==> src/hdl/ds_twr_time_of_flight_core_assert.svh <==
// assertion macros used by the result stage (dtwr_out) of the ranging core
// no dependencies; each macro expands to one labeled concurrent assertion
`ifndef DS_TWR_TIME_OF_FLIGHT_CORE_ASSERT_SVH
`define DS_TWR_TIME_OF_FLIGHT_CORE_ASSERT_SVH

// condition holds at every edge outside reset
`define DTWR_ASSERT_NOW(lbl, clk, rst_n, expr, msg) \
    lbl: assert property (@(posedge clk) disable iff (!rst_n) (expr)) \
        else $error(msg);

// same-cycle implication
`define DTWR_ASSERT_IMPL(lbl, clk, rst_n, ante, cons, msg) \
    lbl: assert property (@(posedge clk) disable iff (!rst_n) (ante) |-> (cons)) \
        else $error(msg);

// next-cycle implication
`define DTWR_ASSERT_NEXT(lbl, clk, rst_n, ante, cons, msg) \
    lbl: assert property (@(posedge clk) disable iff (!rst_n) (ante) |=> (cons)) \
        else $error(msg);

`endif

==> src/hdl/dtwr_pkg.sv <==
// shared types and constants of the ranging time-of-flight core
// no dependencies
package dtwr_pkg;

    localparam int STAMP_IN_BITS = 32;
    localparam int FLIGHT_BITS   = 33;

    // saturation bounds of the signed result, one bit wider than the field
    localparam logic [FLIGHT_BITS:0] FLIGHT_POS_LIMIT = 34'h0_FFFF_FFFF;
    localparam logic [FLIGHT_BITS:0] FLIGHT_NEG_LIMIT = 34'h1_0000_0000;

    typedef logic [STAMP_IN_BITS-1:0]      stamp_t;
    typedef logic signed [FLIGHT_BITS-1:0] flight_t;

    typedef struct packed {
        logic vld;
        logic neg;
        logic zero;
    } dtwr_flags_t;

endpackage

==> src/hdl/dtwr_div_cell.sv <==
// one restoring-division cell: resolves one quotient bit per item
// depends on dtwr_pkg
module dtwr_div_cell import dtwr_pkg::*; #(
    parameter int STAMP_BITS = 32
) (
    input  logic                    clk,
    input  logic                    rst_n,
    input  logic                    en,
    input  dtwr_flags_t             in_flags,
    input  logic [STAMP_BITS+1:0]   in_rem,
    input  logic [2*STAMP_BITS-1:0] in_nq,
    input  logic [STAMP_BITS+1:0]   in_den,
    output dtwr_flags_t             out_flags,
    output logic [STAMP_BITS+1:0]   out_rem,
    output logic [2*STAMP_BITS-1:0] out_nq,
    output logic [STAMP_BITS+1:0]   out_den
);

    localparam int D = STAMP_BITS + 2;
    localparam int P = 2 * STAMP_BITS;

    dtwr_flags_t  flags_reg;
    logic [D-1:0] rem_reg, den_reg, rem_next;
    logic [P-1:0] nq_reg, nq_next;
    logic [D:0]   trial, diff;
    logic         ge;

    // numerator bits leave at the top, quotient bits enter at the bottom
    assign trial    = {in_rem, in_nq[P-1]};
    assign diff     = trial - {1'b0, in_den};
    assign ge       = ~diff[D];
    assign rem_next = ge ? diff[D-1:0] : trial[D-1:0];
    assign nq_next  = {in_nq[P-2:0], ge};

    always_ff @(posedge clk or negedge rst_n)
    begin
        if (!rst_n)
        begin
            flags_reg <= '0;
        end
        else if (en)
        begin
            flags_reg <= in_flags;
        end
    end

    always_ff @(posedge clk)
    begin
        if (en)
        begin
            rem_reg <= rem_next;
            nq_reg  <= nq_next;
            den_reg <= in_den;
        end
    end

    assign out_flags = flags_reg;
    assign out_rem   = rem_reg;
    assign out_nq    = nq_reg;
    assign out_den   = den_reg;

endmodule

==> config.mk <==
export PLATFORM = sky130hd
export DESIGN_NAME = dtwr_div_cell
export DESIGN_NICKNAME = d
export VERILOG_FILES = /design/src/hdl/ds_twr_time_of_flight_core_assert.svh /design/src/hdl/dtwr_pkg.sv /design/src/hdl/dtwr_div_cell.sv
export SDC_FILE = /design/constraint.sdc
export NUM_CORES = 1
export LEC_CHECK = 0
export BUFFER_PORTS_ARGS = -buffer_cell sky130_fd_sc_hd__buf_2
export CORE_MARGIN = 4
export CORE_UTILIZATION = 43
export DETAILED_ROUTE_END_ITERATION = 6
export PLACE_DENSITY = 0.85
export REMOVE_ABC_BUFFERS = 1
export SYNTH_ARGS = -nofsm -noshare
export SYNTH_HDL_FRONTEND = slang
export SYNTH_SLANG_ARGS = --single-unit
export TNS_END_PERCENT = 30
==> constraint.sdc <==
create_clock -name clk -period 0.8 [get_ports clk]
set_input_delay 0.16 -clock clk [delete_from_list [all_inputs] [get_ports clk]]
set_output_delay 0.16 -clock clk [all_outputs]
set_load 0.005 [all_outputs]
==> reports/metrics.yaml <==
clock_network:
  clock_latency_ns: 0.41
  cts-buffers-inserted: 17
  path_clk_slew_ns: 0.06
  htree_levels: 4
  clockRootBuffer: "clkbuf_16"
  cts_buffer_depth: 2
  cts_tree: "done"
  cts.sinks: 135
setup_path:
  arrival_ns: 2.80
  startpoint: "in_nq[63]"
  cp-start-kind: "input port"
  crit_path_end_kind: "flip-flop"
  reg2reg_from: "out_flags[0]"
  crit_fanout: 18
  cp.required_ns: 0.93
  crit_type: "input port to flip-flop"
synth:
  yosys_warnings: 0
  synth_edf_count: 132
  synth_seq_cells: 135
  ys_top_cells_by_area: "edfxtp_1, ha_1, o21ai_0, nand2_1, a21oi_1"
  synth_top_area_share_pct: 63.7
  synthCells: 472
  yosys.area.top_type: "edfxtp_1"
  ys.flop_type: "edfxtp_1"
  synthArstFlopShare_pct: 2.22
  synth_common_cells: "edfxtp_1, nand2_1, inv_1"
  syn_area_sq_um: 6230
  synth.avg_cell_area_sq_um: 13.2
  synth_most_common_cell: "edfxtp_1"
  synth-seq-area-share_pct: 64.9
  yosys.cell_types.count: 48
place:
  gp_congestion: 0.842
  dp_hpwl_um: 14100
  port_buffers: 272
timing:
  finalMaxSlewViolations: 0
  worst_slew_pin_slew_ns: 0.482
  finalSetupTns_ns: -98.70
  hold_viol: 0
  setup_viol: 170
  fin_crit_ns: 2.67
  fin_ws_ns: -1.87
  finClkSkew_ns: 0
  max_slew_margin_pct: 67.8
  rsz0062_at_grt: "yes"
  fmax_ghz: 0.375
  fin_crit_sh_pct: 334
detailed_routing:
  drc: 0
  drt_pre_antenna_iters: 5
  drt-initial-drc-count: 394
  wl_per_cell_um: 18.7
  routed_via_density: 5.10
  wl_um: 22000
  ant_nets: 0
  vias: 6006
global_route:
  gr-usage-all-layers_pct: 25.0
  grt_max_degree: 32
  antenna_found_initial: 5
  grt_pass1_wl_um: 31500
  grt_pass1_vias: 6134
  overflow: 0
hold_path:
  min-delay-start: "in_den[3]"
  hold_path_class: "input port to flip-flop"
power_and_ir_drop:
  vdd_ir_drop_max_v: 0.00163
  power_density_nw_per_um2: 2040
  cellLeakagePower_nw: 4.93
floorplanning:
  start_util_pct: 44.3
  core_area_sq_um: 14000
  die_area_sq_um: 16500
  core.rowCount: 43
  die_y_um: 128
  die_x_um: 128
  io_pins: 273
cells_and_area:
  nFillCells: 841
  drive_above_1_share_pct: 47.6
  area_growth_pct: 71.1
  nets: 1155
  utilization_pct: 75.9
outcome:
  run_status: "finished, violations left"
  violations: "negative setup slack"
run:
  cap_violations: 0
## critical path, stage by stage
cell,delay [ns]
buf_8,0.08
inv_4,0.03
ha_4,0.16
fa_2,0.35
nand2b_4,0.16
a21oi_4,0.15
o21ai_2,0.08
o31a_2,0.32
o31a_4,0.30
o21ai_4,0.17
a221oi_4,0.10
xor2_4,0.18
buf_6,0.18
buf_16,0.16
nand2_1,0.07
o21ai_0,0.13
## area by class of cell
type                            instances  area (sq um)  area share (%)
Tap cell                              180           225            2.11
Clock buffer                           18           429            4.03
Timing Repair Buffer                  500          3460            32.5
Clock inverter                         14           150            1.41
Sequential cell                       135          4040            37.9
Antenna cell                            2          5.00          0.0470
Multi-Input combinational cell        284          2170            20.4
Inverter                               44           170            1.60
## per-layer routing
layer | up-vias | wire, um | GRT usage, %
met5 | - | 36 | 0
met4 | 6 | 851 | 9.68
met3 | 69 | 1630 | 6.68
met2 | 307 | 11700 | 46.8
met1 | 2861 | 7730 | 26.7
li1 | 2763 | - | -
## power breakdown
| part | total [mW] | internal (mW) | switching, mW |
|---|---|---|---|
| logic | 5.25 | 2.76 | 2.48 |
| registers | 8.87 | 8.65 | 0.219 |
| clock network | 7.64 | 4.61 | 3.03 |
## logic make-up after synthesis
group	Yosys count	synth area share (%)
AO/OA/AOI/OAI	125	12.8
XOR/XNOR	32	4.62
adder cells (fa/ha/maj)	35	7.15
buffers and inverters	53	3.46
flip-flops	135	64.9
multiplexers	5	0.904
AND/OR/NAND/NOR	87	6.15
## state kept, by name, indices dropped and copies added (netlist names)
register / cells
out_nq: 64
out_den: 34
out_rem: 34
out_flags: 3
## worst paths after layout
check | endpoint | depth (start not counted) | slack [ns]
worst max register to register | out_flags[0] | 1 | 0.06
max in group asynchronous | out_flags[2] | 2 | 0.60
worst min-delay path | out_den[3] | 2 | 0.04
worst max-delay path | out_rem[10] | 16 | -1.87
worst min register to register | out_flags[1] | 1 | 0.51
min in group asynchronous | out_flags[0] | 2 | 0.09
## cell usage in the layout (no fill, tap or decap), types with 4 or more instances in the layout
master | synthesis | layout
buf_2 | 1 | 269
buf_6 | 0 | 7
buf_4 | 4 | 117
edfxtp_1 | 132 | 132
nand2_1 | 46 | 40
o21bai_1 | 6 | 6
dlygate4sd3_1 | 0 | 98
clkinv_4 | 0 | 4
a21oi_1 | 34 | 32
o211ai_1 | 4 | 4
nand2_2 | 0 | 5
o21ai_2 | 0 | 5
buf_12 | 0 | 4
nand3_1 | 9 | 8
clkbuf_16 | 0 | 18
nor2b_1 | 4 | 4
o21ai_0 | 41 | 31
inv_1 | 44 | 42
o21ai_1 | 1 | 5
nor2_1 | 15 | 15
xnor2_1 | 17 | 16
ha_1 | 34 | 32
a21o_1 | 13 | 13
xor2_1 | 14 | 14
## through the flow
stage	total power, mW	hold WS [ns]	instance area, sq um	std cells	setup slack (ns)
after global routing	22.6	0.0302	10700	1177	-1.92
final	21.8	0.0360	10700	1177	-1.87
after CTS	21.4	0.0190	10500	1167	-1.90
after global placement	12.9	-0.0405	8690	1029	-2.60
after detailed placement	13.1	-0.0385	8690	1029	-2.69
after floorplan	10.7	-0.136	6180	463	-3.56
## what timing repair did
| item | 4_1_cts | 5_1_grt |
|---|---|---|
| gates resized for setup | 33 | 31 |
| hold buffers | 98 | 0 |
| buffers inserted | 7 | 7 |
| pin swaps | 17 | 23 |
| endpoints found under the setup margin | 170 | 170 |
| endpoints found under the hold margin | 100 | 0 |
| gates cloned | 1 | 1 |
No activity file was read; power rests on OpenSTA's default activity.
