[src/hdl/ds_twr_time_of_flight_core_assert.svh]
// assertion macros used by the result stage (dtwr_out) of the ranging core
// no dependencies; each macro expands to one labeled concurrent assertion
`ifndef DS_TWR_TIME_OF_FLIGHT_CORE_ASSERT_SVH
`define DS_TWR_TIME_OF_FLIGHT_CORE_ASSERT_SVH

// condition holds at every edge outside reset
`define DTWR_ASSERT_NOW(lbl, clk, rst_n, expr, msg) \
    lbl: assert property (@(posedge clk) disable iff (!rst_n) (expr)) \
        else $error(msg);

// same-cycle implication
`define DTWR_ASSERT_IMPL(lbl, clk, rst_n, ante, cons, msg) \
    lbl: assert property (@(posedge clk) disable iff (!rst_n) (ante) |-> (cons)) \
        else $error(msg);

// next-cycle implication
`define DTWR_ASSERT_NEXT(lbl, clk, rst_n, ante, cons, msg) \
    lbl: assert property (@(posedge clk) disable iff (!rst_n) (ante) |=> (cons)) \
        else $error(msg);

`endif

[src/hdl/dtwr_pkg.sv]
// shared types and constants of the ranging time-of-flight core
// no dependencies
package dtwr_pkg;

    localparam int STAMP_IN_BITS = 32;
    localparam int FLIGHT_BITS   = 33;

    // saturation bounds of the signed result, one bit wider than the field
    localparam logic [FLIGHT_BITS:0] FLIGHT_POS_LIMIT = 34'h0_FFFF_FFFF;
    localparam logic [FLIGHT_BITS:0] FLIGHT_NEG_LIMIT = 34'h1_0000_0000;

    typedef logic [STAMP_IN_BITS-1:0]      stamp_t;
    typedef logic signed [FLIGHT_BITS-1:0] flight_t;

    typedef struct packed {
        logic vld;
        logic neg;
        logic zero;
    } dtwr_flags_t;

endpackage

[src/hdl/dtwr_out.sv]
// result stage: saturation, sign, output register and skid register
// depends on dtwr_pkg and the assertion macro header
`include "ds_twr_time_of_flight_core_assert.svh"

module dtwr_out import dtwr_pkg::*; #(
    parameter int STAMP_BITS = 32
) (
    input  logic                    clk,
    input  logic                    rst_n,
    input  dtwr_flags_t             p_flags,
    input  logic [2*STAMP_BITS-1:0] p_quot,
    output logic                    en,
    input  logic                    out_ready,
    output logic                    out_vld,
    output flight_t                 out_ticks,
    output logic                    out_zero
);

    localparam int P  = 2 * STAMP_BITS;
    localparam int QX = (P > FLIGHT_BITS + 1) ? P : FLIGHT_BITS + 1;

    logic [QX-1:0]          qx;
    logic                   big_pos, big_neg;
    logic [FLIGHT_BITS-1:0] mag;
    flight_t                ticks;

    assign qx      = QX'(p_quot);
    assign big_pos = qx > QX'(FLIGHT_POS_LIMIT);
    assign big_neg = qx > QX'(FLIGHT_NEG_LIMIT);

    always_comb
    begin
        if (p_flags.neg)
        begin
            mag = big_neg ? FLIGHT_NEG_LIMIT[FLIGHT_BITS-1:0] : qx[FLIGHT_BITS-1:0];
        end
        else
        begin
            mag = big_pos ? FLIGHT_POS_LIMIT[FLIGHT_BITS-1:0] : qx[FLIGHT_BITS-1:0];
        end
    end

    assign ticks = p_flags.zero ? '0 : (p_flags.neg ? flight_t'(-mag) : flight_t'(mag));

    logic    o_vld_reg, s_vld_reg;
    flight_t o_ticks_reg, s_ticks_reg;
    logic    o_zero_reg, s_zero_reg;
    logic    take, load_o, load_s, from_s;

    // pipeline moves only while the skid register is empty
    assign en   = ~s_vld_reg;
    assign take = o_vld_reg & out_ready;

    always_comb
    begin
        load_o = 1'b0;
        load_s = 1'b0;
        from_s = 1'b0;
        priority if (take)
        begin
            from_s = s_vld_reg;
            load_o = s_vld_reg | p_flags.vld;
        end
        else if (!o_vld_reg)
        begin
            load_o = p_flags.vld;
        end
        else
        begin
            load_s = p_flags.vld & en;
        end
    end

    always_ff @(posedge clk or negedge rst_n)
    begin
        if (!rst_n)
        begin
            o_vld_reg <= 1'b0;
            s_vld_reg <= 1'b0;
        end
        else
        begin
            if (take || !o_vld_reg)
            begin
                o_vld_reg <= load_o;
            end
            if (from_s)
            begin
                s_vld_reg <= 1'b0;
            end
            else if (load_s)
            begin
                s_vld_reg <= 1'b1;
            end
        end
    end

    always_ff @(posedge clk)
    begin
        if (load_o)
        begin
            o_ticks_reg <= from_s ? s_ticks_reg : ticks;
            o_zero_reg  <= from_s ? s_zero_reg : p_flags.zero;
        end
        if (load_s)
        begin
            s_ticks_reg <= ticks;
            s_zero_reg  <= p_flags.zero;
        end
    end

    assign out_vld   = o_vld_reg;
    assign out_ticks = o_ticks_reg;
    assign out_zero  = o_zero_reg;

    `DTWR_ASSERT_IMPL(a_skid_behind_out, clk, rst_n,
        s_vld_reg, o_vld_reg, "skid full while output empty")
    `DTWR_ASSERT_NEXT(a_stall_to_skid, clk, rst_n,
        o_vld_reg && !out_ready && p_flags.vld && en, s_vld_reg, "result lost on stall")
    `DTWR_ASSERT_NEXT(a_skid_drain, clk, rst_n,
        take && s_vld_reg, o_vld_reg && !s_vld_reg, "skid not drained after transfer")
    `DTWR_ASSERT_IMPL(a_zero_forces_zero, clk, rst_n,
        o_vld_reg && o_zero_reg, o_ticks_reg == '0, "zero span with nonzero ticks")

endmodule

[config.mk]
export PLATFORM = sky130hd
export DESIGN_NAME = dtwr_out
export DESIGN_NICKNAME = d
export VERILOG_FILES = /design/src/hdl/dtwr_pkg.sv /design/src/hdl/dtwr_out.sv
export VERILOG_INCLUDE_DIRS = /design/src /design/src/hdl
export SDC_FILE = /design/constraint.sdc
export NUM_CORES = 1
export LEC_CHECK = 0
export BUFFER_PORTS_ARGS = -buffer_cell sky130_fd_sc_hd__buf_4
export CELL_PAD_IN_SITES_DETAIL_PLACEMENT = 0
export CELL_PAD_IN_SITES_GLOBAL_PLACEMENT = 1
export CORE_MARGIN = 8
export CORE_UTILIZATION = 37
export CTS_CLUSTER_SIZE = 30
export DETAILED_ROUTE_END_ITERATION = 7
export HOLD_SLACK_MARGIN = 0.03
export PLACE_DENSITY_LB_ADDON = 0.1
export RECOVER_POWER = 100
export SLEW_MARGIN = 0
export SYNTH_ARGS = -nofsm -noshare
export SYNTH_HDL_FRONTEND = slang
export SYNTH_SLANG_ARGS = --single-unit
[constraint.sdc]
create_clock -name clk -period 2.8 [get_ports clk]
set_input_delay 0.7 -clock clk [delete_from_list [all_inputs] [get_ports clk]]
set_output_delay 0.7 -clock clk [all_outputs]
set_load 0.05 [all_outputs]
==> flow_summary.yaml <==
sta:
  max_slew_margin_pct: 33.9
  worst_pin_slew_ps: 991
  rsz0062_at_grt: "yes"
  setup_viol: 64
  setup_ws_ps: -618
  skew_ps: 8.97
  period_minus_slack_ps: 3420
  final_hold_viol_count: 0
  period_share_pct: 122
  fmax_mhz: 293
  drv_slew: 0
place:
  dp_hpwl_um: 10600
  place_congestion: 0.904
  place_area_mm2: 0.00589
  port_buffers: 105
final_layout:
  fillers: 1042
  layout.cells.most_common: "buf_4"
  final_core_util_pct: 58.1
  layout_common_cells: "buf_4 (163), edfxtp_1 (68), nor2_1 (39), nand2_1 (39), clkbuf_1 (39)"
  design_area_mm2: 0.00652
  multi_input_area_mm2: 0.00232
  layout.nets: 686
  layout-drive-gt1-share_pct: 44.2
  diodes: 0
  seq_area_mm2: 0.00209
  syn2layout_area_growth_pct: 55.8
yosys:
  synth.avg_cell_area_um2: 10.2
  synth_fp_nets: 483
  netlist_area_mm2: 0.00419
  yosysWarnings: 0
  synth_top_family_by_area: "compound AO/OA/AOI/OAI gates"
  synth.top_cell.area_share_pct: 48.8
  synth.area.mux_share_pct: 2.63
  yosys.area_share.adder_pct: 0.299
  syn_inst: 412
  synth_edf_count: 68
  synth_xor_area_share_pct: 1.88
  synth_ff_type: "edfxtp_1"
  ys_top_cells_by_area: "edfxtp_1 (49%), a21oi_1 (4.2%), nand2_1 (3.7%)"
  synth_compound_area_share_pct: 21.1
  yosysTopAreaCell: "edfxtp_1"
  async_flop_share_pct: 2.86
  synth_seq_cells: 70
  synthDistinctLibCells: 70
  synth-simple-area-share_pct: 20.5
  ys_seq_area_share_pct: 50.0
floorplan:
  die_w_um: 122
  rows: 39
  fp.dieH_um: 122
  die_area_mm2: 0.0150
  start_util_pct: 37.3
  core-area_mm2: 0.0112
  io_pins: 106
run:
  maxCapViolations: 0
setup_path:
  cp-start-kind: "primary input"
  rr_worst_depth: 3
  crit_path_end_kind: "flip-flop"
  worst_r2r_endpoint: "out_ticks[12]$_DFFE_PP_"
  cp-startpoint: "p_quot[20]"
  endpoint: "out_ticks[24]$_DFFE_PP_"
  worstPathArrival_ps: 3500
  rrSetupSlack_ps: 920
  rr_startpoint: "out_vld$_DFFE_PN0P_"
  crit_fanout: 6
  crit_type: "in2reg"
  cp.required_ps: 2880
power_and_ir_drop:
  max-vdd-ir-drop_v: 0.000280
  power_density_mw_per_mm2: 524
  leakage_nw: 2.42
drt:
  vias_per_cell: 5.42
  wl_um: 14400
  drtPass1Iterations: 4
  dr_total_vias: 4137
  drt_iter0_drc: 318
  antenna_left: 0
  remaining_drc_errors: 0
  wire_per_inst_um: 18.9
global_routing:
  gr-usage-all-layers_pct: 19.2
  grt_max_degree: 44
  grt_antenna_before_repair: 0
  grt_pass1_vias: 4261
  grt_pass1_wl_um: 22500
  overflow: 0
cts:
  clk-insertion-delay-late_ps: 340
  cts.sinks: 70
  clk_path_buf_depth: 2
  cts_buffers: 9
  path_clk_slew_ps: 60
  clock-root-buffer: "clkbuf_16"
  htree_num_levels: 3
  cts_tree: "done"
  cts-hold-fix-buffers: 0
run_status:
  violations: "setup timing"
  status: "finished with violations"
hold_path:
  hold_path.class: "in2async"
kinds of logic (layout without fill, tap and decap cells):
family                     Yosys count  in the layout
and+or+nand+nor                    165            165
AOI/OAI and AO/OA                  126            126
DFF                                 70             70
muxes                               10             10
xor gates and xnor gates             9              9
adders and majority gates            1              1
buffers and inverters               31            239
critical path, cell delays in order:
cell and delay (ps):
buf_6 90, or4_4 550, or4_4 520, o41a_4 410, nor2_8 140, a21oi_4 80
ha_4 220, nand2_2 90, o31a_2 130, o21ai_1 50, a21oi_1 150, a21oi_2 80
mux2_2 280
stage by stage:
| stage | setup slack, ps | total power [mW] | hold WS [ps] | cells | setup TNS (ps) |
|---|---|---|---|---|---|
| 2_1_floorplan | -1050 | 1.75 | 404 | 412 | -37180 |
| 5_1_grt | -685 | 3.53 | 142 | 763 | -26670 |
| 6_report | -618 | 3.42 | 142 | 763 | -22330 |
| 3_3_place_gp | -1010 | 2.09 | 485 | 737 | -44080 |
| 3_5_place_dp | -1010 | 2.09 | 485 | 737 | -45180 |
| 4_1_cts | -598 | 3.47 | 125 | 758 | -19870 |
cells in the mapped netlist, types with 4 or more instances:
master,n
edfxtp_1,68
nand2_1,41
nor2_1,41
a21oi_1,35
o21ai_0,22
clkbuf_1,14
nand3_1,14
nor3_1,13
nor4_1,13
o31ai_1,12
o21ai_1,10
xnor2_1,9
a31oi_1,7
inv_1,7
mux2_2,6
nand2b_1,6
nand4_1,6
or2_2,5
or4_1,5
o41ai_1,4
power breakdown:
part	switching, mW	total [mW]	internal, mW
Combinational	0.513	0.789	0.276
Clock	0.447	1.34	0.896
Sequential	0.0242	1.29	1.26
Total	0.985	3.42	2.43
routing by layer:
metal / routed length (µm) / vias up / track usage [%]
met3: 764 / 12 / 3.63
met2: 6810 / 110 / 31.0
met5: 0 / - / 0
li1: - / 2011 / -
met4: 157 / 0 / 5.48
met1: 6660 / 2004 / 25.8
area by class of cell:
type,count,area share [%]
clock buffers,11,3.72
multi-input cells,311,35.6
inverters,7,0.595
clock inverters,5,1.63
repair buffers,216,23.6
flip-flops and latches,70,32.1
well taps,143,2.74
how the worst min path moves through the flow:
stage          depth (start not counted)  slack [ps]                     to
2_1_floorplan                          0         400    out_vld$_DFFE_PN0P_
4_1_cts                                1         130  s_vld_reg$_DFFE_PN0P_
6_report                               1         140  s_vld_reg$_DFFE_PN0P_
3_5_place_dp                           1         490  s_vld_reg$_DFFE_PN0P_
5_1_grt                                1         140  s_vld_reg$_DFFE_PN0P_
3_3_place_gp                           1         480  s_vld_reg$_DFFE_PN0P_
what timing repair did:
action	in CTS	in global routing
cloned	0	0
setup buffers	5	6
setup endpoints to repair	60	64
endpoints found under the hold margin	0	0
gates resized for setup	43	29
pin swaps	20	22
Power figures use the tool's default switching activity.
